==> src/rtl/teq_ram.sv <==
// Generic single-port-write, single-port-read RAM with a registered read.
// Stands alone; no package needed.
module teq_ram #(
    parameter int Width = 8,
    parameter int Depth = 64
) (
    input  logic                     i_clk,
    input  logic                     i_we,
    input  logic [$clog2(Depth)-1:0] i_waddr,
    input  logic [Width-1:0]         i_wdata,
    input  logic [$clog2(Depth)-1:0] i_raddr,
    output logic [Width-1:0]         o_rdata
);
    logic [Width-1:0] mem [Depth];

    always_ff @(posedge i_clk) begin
        if (i_we) begin
            mem[i_waddr] <= i_wdata;
        end
        o_rdata <= mem[i_raddr];
    end
endmodule

==> config.mk <==
export PLATFORM = sky130hd
export DESIGN_NAME = teq_ram
export DESIGN_NICKNAME = d
export VERILOG_FILES = /design/src/rtl/teq_ram.sv
export SDC_FILE = /design/constraint.sdc
export NUM_CORES = 1
export LEC_CHECK = 0
export ABC_AREA = 1
export ABC_CLOCK_PERIOD_IN_PS = 1900
export BUFFER_PORTS_ARGS = -buffer_cell sky130_fd_sc_hd__buf_2
export CORE_MARGIN = 4
export CORE_UTILIZATION = 45
export DETAILED_ROUTE_END_ITERATION = 7
export HOLD_SLACK_MARGIN = 0.02
export PLACE_DENSITY = 0.66
export SLEW_MARGIN = 10
export SYNTH_ARGS = -nofsm -noshare
export SYNTH_HDL_FRONTEND = slang
export SYNTH_SLANG_ARGS = --single-unit
==> constraint.sdc <==
create_clock -name i_clk -period 1.9 [get_ports i_clk]
set_input_delay 0.19 -clock i_clk [delete_from_list [all_inputs] [get_ports i_clk]]
set_output_delay 0.19 -clock i_clk [all_outputs]
set_load 0.05 [all_outputs]
======== After elaboration in Yosys (flattened, before gate mapping) ========
Memory sizes are Yosys's and may differ from the RTL's. A register that Yosys moved wholly into a read port is not among the register bits.
Cells that the tools add are included.
word-level totals
  bits in registers ....................... 0
  memory bits (writable) .................. 512
  output and inout bits ................... 8
  memories ................................ 1
memories
  name  depth  bits a word  read ports  clocked after memory_dff  write ports  RTL line  RTL
  mem   64     8            1           1                         1            14        logic [Width-1:0] mem [Depth];
operators by class
  muxes and demuxes ....................... 2
operator list
  kind              count
  2-to-1 mux 1 bit  2

======== Depth between registers and ports, before layout ========
Gate-level depths: netlist of the first run.
  word-level depth ........................ 2
  mapped depth ............................ 12
  gate-level depth less buffers ........... 9

======== Worst setup path after synthesis of the first run ========
Ideal clock, no wire load.
  path kind ............................... input -> register
  start point ............................. in i_we
  end point ............................... mem mem[48][0], enable pin
  setup time .............................. 395 ps
  data arrival time ....................... 1561 ps
  data required time ...................... 1505 ps
  slack ................................... -56 ps
  stages .................................. 3
  cells stage by stage .................... clkbuf_1 > nand4_1 > nor4_1
on the way
  word-level cells in the longest chain between the ends .. 2
ends and longest elaborated chain
  item                                    RTL line  RTL
  start: declaration                      8         input logic i_we,
  2-to-1 mux 1 bit                        17        if (i_we) begin
  2-to-1 mux 1 bit (implied by the code)  18        mem[i_waddr] <= i_wdata;
  end: declaration                        14
Every way passes these cells.

==> results.py, run 1 <==
metrics = {
    "critical_path": {
        "critPathKind": "flip-flop to flip-flop",
        "crit_slowest_cell": "edfxtp_1",
        "path_delay_family": "simple AND/OR/NAND/NOR gates",
        "crit_required_ns": 2.36,
        "r2r_cells": 8,
        "r2r_slack_ns": 0.47,
        "worst_setup_path_start_kind": "flip-flop",
        "worstPathArrival_ns": 1.89,
        "max_stage_delay_ns": 0.35,
        "cp.depth": 8,
        "critPathMaxFanout": 1,
        "cp-end-kind": "flip-flop",
        "path_cells": "nand2_1 -> nand3_1 -> nand3_1 -> nand2_1 -> nand2_1 -> nand3_1 -> nand3_1 -> nand2_1",
        "critPathBufInv": 0,
    },
    "drt": {
        "vias": 14100,
        "vias_per_cell": 5.49,
        "first_pass_iters": 6,
        "ant_nets": 0,
        "first_iter_violations": 1573,
        "wl_mm": 52.7,
        "avgRoutedWirePerCell_um": 20.6,
        "drc": 0,
    },
    "global_route": {
        "grt_remaining_overflow": 0,
        "grt_pass1_vias": 13800,
        "grt_max_degree": 65,
        "antenna_found_initial": 5,
        "track_usage_pct": 20.7,
        "grt_pass1_wl_mm": 80.6,
    },
    "placed_design": {
        "post-place-ws_ns": -0.0306,
        "placed_area_um2": 22700,
        "place.gp.congestion": 0.856,
        "io_buffer_count": 29,
        "hpwl_mm": 30.9,
    },
    "flow_run": {
        "max_cap_violations": 0,
    },
    "floorplan": {
        "std_cell_rows": 79,
        "die_y_um": 226,
        "die_w_um": 226,
        "die-area_um2": 51000,
        "ios": 30,
        "core_um2": 46800,
        "initial_utilization_pct": 45.6,
    },
    "sta": {
        "hold_viol": 0,
        "slew_headroom_pct": 43.3,
        "finalCritPeriodShare_pct": 75.0,
        "tightest_slew_ns": 0.850,
        "finalCriticalPeriod_ns": 1.43,
        "skew_ns": 0.0163,
        "slew_viol_final": 0,
        "max_freq_ghz": 0.702,
        "setup_ws_ns": 0.475,
        "setup_viol": 0,
        "rsz0062_at_grt": "false",
    },
    "clock_tree": {
        "clockBufferDepth": 3,
        "cts_num_sinks": 520,
        "clkTransAtPathRegs_ns": 0.06,
        "cts_made_buffers": 52,
        "cts_tree": "built",
        "cts-root-buf": "clkbuf_16",
        "htreeDepth": 2,
        "clk-insertion-delay-late_ns": 0.59,
        "ctsResizeCount": 0,
    },
    "yosys": {
        "yosys.area_share.simple_pct": 23.2,
        "yosysWarningCount": 0,
        "synth_area_um2": 21300,
        "ys_ff_latch": 520,
        "synthAdderAreaFrac_pct": 0,
        "synthMuxAreaShare_pct": 0,
        "synth_xor_area_share_pct": 0,
        "synth_top_family_by_area": "simple AND/OR/NAND/NOR gates",
        "synthDistinctLibCells": 16,
        "synth_area_per_cell_um2": 11.8,
        "synthCells": 1805,
        "syn_nets": 1827,
        "synth_compound_area_share_pct": 0,
        "yosysSeqAreaShare_pct": 72.8,
    },
    "min_path": {
        "worstHoldPathCells": 2,
        "hp-class": "primary input to flip-flop",
    },
    "power": {
        "vdd_drop_max_uv": 886,
        "p_leak_uw": 0.00893,
        "total_power_uw": 24200,
        "power.density_nw_per_um2": 992,
    },
    "cells_and_area": {
        "final_common_cell": "nand2_1",
        "fin_area_um2": 24400,
        "area_growth_pct": 14.1,
        "layout_common_cells": "nand2_1 (648), edfxtp_1 (512), nand3_1 (439)",
        "drive_gt1_share_pct": 12.1,
        "nets": 1928,
        "utilization_pct": 52.1,
    },
    "outcome": {
        "status": "finished clean",
    },
}
what timing repair did:
item | 4_1_cts | 5_1_grt
buffers inserted | 0 | 0
hold buffers | 2 | 0
endpoints found under the hold margin | 7 | 0
cell usage after synthesis, drive strengths merged:
library cell,n,area (µm²)
nor4,8,50.1
clkbuf,15,56.3
nand4,9,56.3
edfxtp,512,15400
buf,98,752
nor2,56,210
dfxtp,8,160
nand3,439,2200
inv,12,50.1
nand2,648,2430
worst paths after layout:
check | start | end
hold / removal | i_wdata[4] | mem[49][4]
setup reg to reg | mem[37][4] | o_rdata[4]
hold reg to reg | mem[52][2] | o_rdata[2]
setup / recovery | mem[37][4] | o_rdata[4]
stage by stage:
stage	hold slack [ns]	setup TNS, ns	cells
after CTS	0.114	0	2556
after detailed placement	0.580	-0.0503	2457
after global routing	0.134	0	2559
after floorplan	0.289	-3.59	1805
final	0.140	0	2560
after global placement	0.588	-0.0381	2457
per-layer routing:
metal | wire length [µm] | up-vias | track usage, %
met5 | 18 | - | 0
met4 | 1460 | 4 | 6.18
met3 | 5000 | 96 | 5.15
met2 | 24400 | 567 | 32.6
met1 | 21800 | 6848 | 28.7
li1 | - | 6549 | -
final cells by class:
class                           count  area [µm²]
Antenna cell                        4        10.0
Clock buffer                       69        1410
Clock inverter                     28         214
Fill cell                        3979       22400
Inverter                           12        52.6
Multi-Input combinational cell   1160        4950
Sequential cell                   520       15500
Tap cell                          607         759
Timing Repair Buffer              160        1430
flip-flops by register name (all words and copies together), names as in the netlist:
signal / flops
mem: 512
o_rdata: 8
power by group:
part	switching (µW)	total (µW)	internal, µW
logic	1190	1650	458
clock network	4180	9780	5600
registers	28.1	12700	12700
total	5400	24200	18800
worst register-to-register path, cell delays in order, from the launching register on:
cell and delay, ns:
edfxtp_1 0.35, nand2_1 0.07, nand3_1 0.10, nand3_1 0.10
nand2_1 0.11, nand2_1 0.08, nand3_1 0.14, nand3_1 0.24
nand2_1 0.09
kinds of logic (layout without fill, tap and decap cells):
group	count (synthesis)	after routing
flip-flops	520	520
buffers and inverters	125	269
other	0	4
AND/OR/NAND/NOR	1160	1160
Power figures use the tool's default switching activity.
==> inputs of run 2 (changes only) <==
- ABC_AREA: 1 -> 0
- ABC_CLOCK_PERIOD_IN_PS: 1900 -> 1160
- clock period: 1.9 -> 1.16 ns (I/O delays scaled with it)
==> run 2 against run 1 <==
The flow now finishes with violations (negative setup slack). Highest routed layer unchanged. Register-to-register slack lost 1.2 ns. Global-route usage decreased by 0.62 points. Non-clock buffer count rose by 47. First-iteration DRC count down 33%.
==> results.py, run 2 <==
metrics = {
    "clock_tree": {
        "cts_tree": "built",
        "cts_num_sinks": 520,
        "post_cts_buffers": 0,
        "clkTransAtPathRegs_ns": 0.06,
        "clk-insertion-delay-late_ns": 0.60,
        "htreeDepth": 2,
        "cts_made_buffers": 51,
        "clockBufferDepth": 3,
        "cts-root-buf": "clkbuf_16",
    },
    "power": {
        "intPower_uw": 31700,
        "sequentialPowerShare_pct": 52.0,
        "pwr-share-clk_pct": 41.1,
        "power.density_nw_per_um2": 1570,
        "total_power_uw": 40100,
        "vdd_drop_max_uv": 1100,
        "switching_share_pct": 20.9,
        "p_leak_uw": 0.00816,
        "p_sw_uw": 8400,
        "pwr-share-comb_pct": 7.0,
    },
    "critical_path": {
        "r2r_slack_ns": -0.74,
        "critPathKind": "flip-flop to flip-flop",
        "crit_start": "mem[21][4]",
        "r2r_cells": 6,
        "r2r_end": "o_rdata[4]",
        "worst_setup_path_start_kind": "flip-flop",
        "critPathMaxFanout": 1,
        "reg2reg_from": "mem[21][4]",
        "cp-end-kind": "flip-flop",
        "crit_required_ns": 1.62,
        "worstPathArrival_ns": 2.36,
        "endpoint": "o_rdata[4]",
    },
    "yosys": {
        "ys_ff_latch": 520,
        "yosys.area.top_type": "edfxtp_1",
        "synth_area_leaders": "edfxtp_1 (76%), mux4_2 (14%), nor2_1 (1.5%)",
        "synth_edf_count": 512,
        "synth_area_um2": 20200,
        "yosysWarningCount": 0,
        "synthArstFlopShare_pct": 0,
        "yosysTopAreaCellShare_pct": 76.2,
        "syn_nets": 962,
        "yosysSeqAreaShare_pct": 77.0,
        "yosys-top-cells-count": "edfxtp_1 (512), mux4_2 (126), nor2_1 (83)",
        "synthCells": 940,
        "synthDistinctLibCells": 40,
        "synth.most_common_cell": "edfxtp_1",
        "synth_area_per_cell_um2": 21.5,
        "yosys_most_used_dff": "edfxtp_1",
    },
    "global_route": {
        "met1_usage_pct": 29.1,
        "grt_max_degree": 65,
        "grt_pass1_vias": 10600,
        "grt_pass1_wl_mm": 70.2,
        "antenna_found_initial": 2,
        "grt_use_met2_pct": 30.3,
        "track_usage_pct": 20.0,
        "grt_busiest_layer": "met2",
        "grt_remaining_overflow": 0,
        "grt_util_met3_pct": 4.96,
    },
    "floorplan": {
        "die-area_um2": 48300,
        "initial_utilization_pct": 45.6,
        "core_um2": 44200,
        "die_y_um": 220,
        "std_cell_rows": 77,
        "ios": 30,
        "die_w_um": 220,
    },
    "sta": {
        "skew_ns": 0.0230,
        "slew_headroom_pct": 54.2,
        "setup_viol": 16,
        "max_freq_ghz": 0.527,
        "holdWs_ns": 0.0422,
        "slew_viol_final": 0,
        "setup_ws_ns": -0.739,
        "tightest_slew_ns": 0.680,
        "finalCritPeriodShare_pct": 164,
        "hold_viol": 0,
        "finalCriticalPeriod_ns": 1.90,
        "finalSetupTns_ns": -5.36,
        "rsz0062_at_grt": "true",
    },
    "cells_and_area": {
        "nets": 1171,
        "area_growth_pct": 26.6,
        "largest_register_ffs": 512,
        "drive_gt1_share_pct": 43.4,
        "utilization_pct": 57.7,
        "layout_common_cells": "edfxtp_1 (512), mux4_2 (126), buf_4 (101)",
        "fillers": 3155,
        "top_regs": "mem (512), o_rdata (8)",
        "largest-register": "mem",
        "final_common_cell": "edfxtp_1",
    },
    "drt": {
        "vias_per_cell": 5.66,
        "avgRoutedWirePerCell_um": 26.1,
        "first_pass_iters": 5,
        "wl_mm": 46.5,
        "vias": 10100,
        "drc": 0,
        "first_iter_violations": 1048,
        "ant_nets": 0,
    },
    "placed_design": {
        "place.gp.congestion": 0.820,
        "hpwl_mm": 30.5,
        "io_buffer_count": 29,
    },
    "flow_run": {
        "max_cap_violations": 0,
    },
    "min_path": {
        "worstHoldPathCells": 2,
        "hp-class": "primary input to flip-flop",
    },
    "outcome": {
        "status": "finished with violations",
        "violations": "negative setup slack",
    },
}
[run 2: changes by cell type in the layout (fill, tap and decap cells not counted), sizes merged, moves of 8 or more]
cell / before / now
mux2i: 0 / 23
o22ai: 0 / 8
nand2: 648 / 19
clkinv: 22 / 12
nand3: 439 / 13
inv: 14 / 4
nor2b: 0 / 14
mux2: 0 / 13
mux4: 0 / 126
buf: 157 / 199
o221ai: 0 / 8
nor2: 56 / 83
[run 2: metrics by stage]
stage / area [µm²] / setup slack [ns] / cells
final: 25500 / -0.739 / 1783
after global routing: 25500 / -0.794 / 1783
after CTS: 25500 / -0.757 / 1781
after detailed placement: 23600 / -1.06 / 1681
after global placement: 23600 / -1.05 / 1681
after floorplan: 21000 / -0.504 / 940
[run 2: worst max-delay path: stages, from the launching register on]
cell and delay [ns]:
edfxtp_1 0.38, mux4_2 0.47, mux2_4 0.28, o221a_4 0.29, nor3_4 0.15, buf_6 0.14, o32ai_2 0.07
[run 2: cell type report]
cell class | count | area (µm²) | area share (%)
Antenna cell | 1 | 2.50 | 0.00980
Clock buffer | 70 | 1390 | 5.44
Clock inverter | 24 | 280 | 1.10
Multi-Input combinational cell | 369 | 5090 | 20.0
Sequential cell | 520 | 15500 | 60.9
Tap cell | 592 | 741 | 2.90
Timing Repair Buffer | 207 | 2470 | 9.69
[run 2: how the worst min path moves through the flow]
stage | endpoint | start | slack (ns)
2_1_floorplan | mem[0][0] | i_wdata[0] | 0.21
3_3_place_gp | mem[62][2] | i_wdata[2] | 0.57
3_5_place_dp | mem[62][2] | i_wdata[2] | 0.57
4_1_cts | mem[54][1] | i_wdata[1] | 0.02
5_1_grt | mem[31][1] | i_wdata[1] | 0.04
6_report | mem[27][1] | i_wdata[1] | 0.04
[run 2: cell families after synthesis]
logic type	share of synthesized area, %
multiplexers	15.9
AO/OA/AOI/OAI	2.07
AND/OR/NAND/NOR	3.39
flip-flops	77.0
buffers and inverters	1.57
[run 2: layer usage]
| layer | vias to the layer above | routed length [µm] |
|---|---|---|
| met4 | 2 | 1280 |
| met3 | 86 | 3390 |
| met2 | 313 | 21600 |
| li1 | 4366 | - |
| met5 | - | 17 |
| met1 | 5316 | 20200 |
[run 2: power groups by stage]
stage	sequential [µW]	combinational (µW)	clock, µW
after detailed placement	21200	2650	0
after floorplan	21400	1310	0
final	20900	2790	16500
after CTS	20900	2790	16800
after global routing	20900	2960	17600
after global placement	21200	2600	0
[run 2: repair_timing]
item                                   CTS  global route
resized for setup                       52             9
hold buffers                             6             1
endpoints found under the hold margin   81             7
pin swaps                                3             1
setup endpoints to repair               16            16
==> inputs of run 3 (changes only) <==
- CAP_MARGIN: not set -> 20
- RECOVER_POWER: not set -> 100
==> run 3 against run 2 <==
The flow still finishes with violations (negative setup slack). Sequential cell count is the same. Clock power barely moved. Via count is 0.15% higher. Design area decreased by 3.5%. Die area unchanged. Global-route usage is the same. Combinational power is 5% lower. Hold slack improved by 0.13 ns. Cell count unchanged. Worst setup slack worse by 0.013 ns. Sequential share of layout area increased by 2.2 points. Routed wire length increased by 0.21%. Largest cell class unchanged.
==> results.py, run 3 (synthesis gave the netlist of run 2 again) <==
metrics = {
    "cells_and_area": {
        "nets": 1171,
        "top_regs": "mem (512), o_rdata (8)",
        "fillers": 3285,
        "largest-register": "mem",
        "area_growth_pct": 22.2,
        "layout_common_cells": "edfxtp_1 (512), mux4_2 (126), buf_4 (90)",
        "final_common_cell": "edfxtp_1",
        "largest_register_ffs": 512,
        "stdcell_count": 1783,
        "drive_gt1_share_pct": 39.8,
    },
    "global_route": {
        "antenna_found_initial": 2,
        "grt_remaining_overflow": 0,
        "grt_max_degree": 65,
        "track_usage_pct": 20.0,
        "grt_pass1_vias": 10600,
        "grt_pass1_wl_mm": 70.2,
    },
    "critical_path": {
        "crit_required_ns": 1.63,
        "cp-end-kind": "flip-flop",
        "worst_setup_path_start_kind": "flip-flop",
        "critPathMaxFanout": 1,
        "max_stage_delay_ns": 0.47,
        "worstPathArrival_ns": 2.38,
        "critPathKind": "flip-flop to flip-flop",
        "path_cells": "mux4_2 -> mux2_4 -> o221a_4 -> nor3_4 -> buf_6 -> o32ai_2",
        "crit_slowest_cell": "mux4_2",
    },
    "outcome": {
        "status": "finished with violations",
        "violations": "negative setup slack",
    },
    "floorplan": {
        "core_um2": 44200,
        "die_y_um": 220,
        "initial_utilization_pct": 45.6,
        "std_cell_rows": 77,
        "ios": 30,
        "die-area_um2": 48300,
        "die_w_um": 220,
    },
    "drt": {
        "ant_nets": 0,
        "avgRoutedWirePerCell_um": 26.1,
        "vias": 10100,
        "vias_per_cell": 5.66,
        "first_pass_iters": 5,
        "wl_mm": 46.6,
        "drc": 0,
        "first_iter_violations": 1009,
    },
    "sta": {
        "finalCriticalPeriod_ns": 1.91,
        "hold_viol": 0,
        "tightest_slew_ns": 1.48,
        "finalCritPeriodShare_pct": 165,
        "rsz0062_at_grt": "true",
        "slew_viol_final": 0,
        "skew_ns": 0.0216,
        "slew_headroom_pct": 1.30,
        "setup_ws_ns": -0.752,
        "max_freq_ghz": 0.523,
        "setup_viol": 153,
    },
    "clock_tree": {
        "clkTransAtPathRegs_ns": 0.06,
        "cts-root-buf": "clkbuf_16",
        "clockBufferDepth": 3,
        "post_cts_buffers": 0,
        "cts_made_buffers": 51,
        "clk-insertion-delay-late_ns": 0.60,
        "cts_tree": "built",
        "htreeDepth": 2,
        "cts_num_sinks": 520,
    },
    "power": {
        "power.density_nw_per_um2": 1620,
        "p_leak_uw": 0.00794,
        "total_power_uw": 40000,
        "vdd_drop_max_uv": 1100,
    },
    "placed_design": {
        "hpwl_mm": 30.5,
        "place_inst": 1681,
        "io_buffer_count": 29,
        "place.gp.congestion": 0.820,
    },
    "min_path": {
        "hp-class": "primary input to flip-flop",
    },
    "flow_run": {
        "max_cap_violations": 0,
    },
}
## run 3: changes by cell type in the layout (fill, tap and decap cells not counted), sizes merged
cell    before  now
buf        199  150
clkbuf      71  119
bufbuf       0    1
## run 3: worst max-delay path: cells and delay by family (launching register included)
kind                   cells  cell delay (ns)
muxes                      2             0.75
DFF                        1             0.38
and+or+nand+nor            1             0.15
buffers and inverters      1             0.14
AOI/OAI and AO/OA          2             0.36
## run 3: power breakdown
group / internal [µW] / switching (µW) / leakage, µW
sequential: 20800 / 64.0 / 0.00467
combinational: 1130 / 1500 / 0.00246
clock: 9700 / 6800 / 0.000806
total: 31600 / 8370 / 0.00794
## run 3: metrics by stage
| step | worst slack, ns | area (µm²) | utilization (%) | hold slack (ns) | TNS, ns |
|---|---|---|---|---|---|
| 2_1_floorplan | -0.504 | 21000 | - | 0.215 | -79.27 |
| 3_3_place_gp | -1.05 | 23600 | 53.3 | 0.572 | -123.89 |
| 3_5_place_dp | -1.06 | 23600 | 53.3 | 0.572 | -128.19 |
| 4_1_cts | -0.757 | 25500 | 57.6 | 0.0217 | -5.74 |
| 5_1_grt | -0.794 | 24600 | 55.7 | 0.152 | -26.11 |
| 6_report | -0.752 | 24600 | 55.7 | 0.175 | -13.29 |
## run 3: final cells by class
type	count	area [µm²]	area share (%)
Clock inverter	24	280	1.14
Sequential cell	520	15500	63.1
Clock buffer	70	1390	5.63
Timing Repair Buffer	207	1890	7.67
Multi-Input combinational cell	369	4790	19.4
Antenna cell	1	2.50	0.0102
Tap cell	592	741	3.01
## run 3: path summary, 6_finish.rpt
path / startpoint / endpoint / slack, ns / cells past startpoint
setup reg to reg: mem[21][4] / o_rdata[4] / -0.75 / 6
hold reg to reg: mem[34][0] / o_rdata[0] / 0.85 / 4
hold / removal: i_raddr[4] / o_rdata[0] / 0.17 / 4
setup / recovery: mem[21][4] / o_rdata[4] / -0.75 / 6
## run 3: timing repair
| item | 4_1_cts | 5_1_grt |
|---|---|---|
| hold buffers | 6 | 1 |
| pin swaps | 3 | 1 |
| gates resized for setup | 52 | 9 |
| setup endpoints to repair | 16 | 16 |
| hold endpoints to repair | 81 | 7 |
## run 3: routing by layer
layer	track usage, %	share of wire, %
met3	4.96	7.8
met5	0	0.036
met2	30.3	46
met1	29.1	43
met4	6.43	2.7
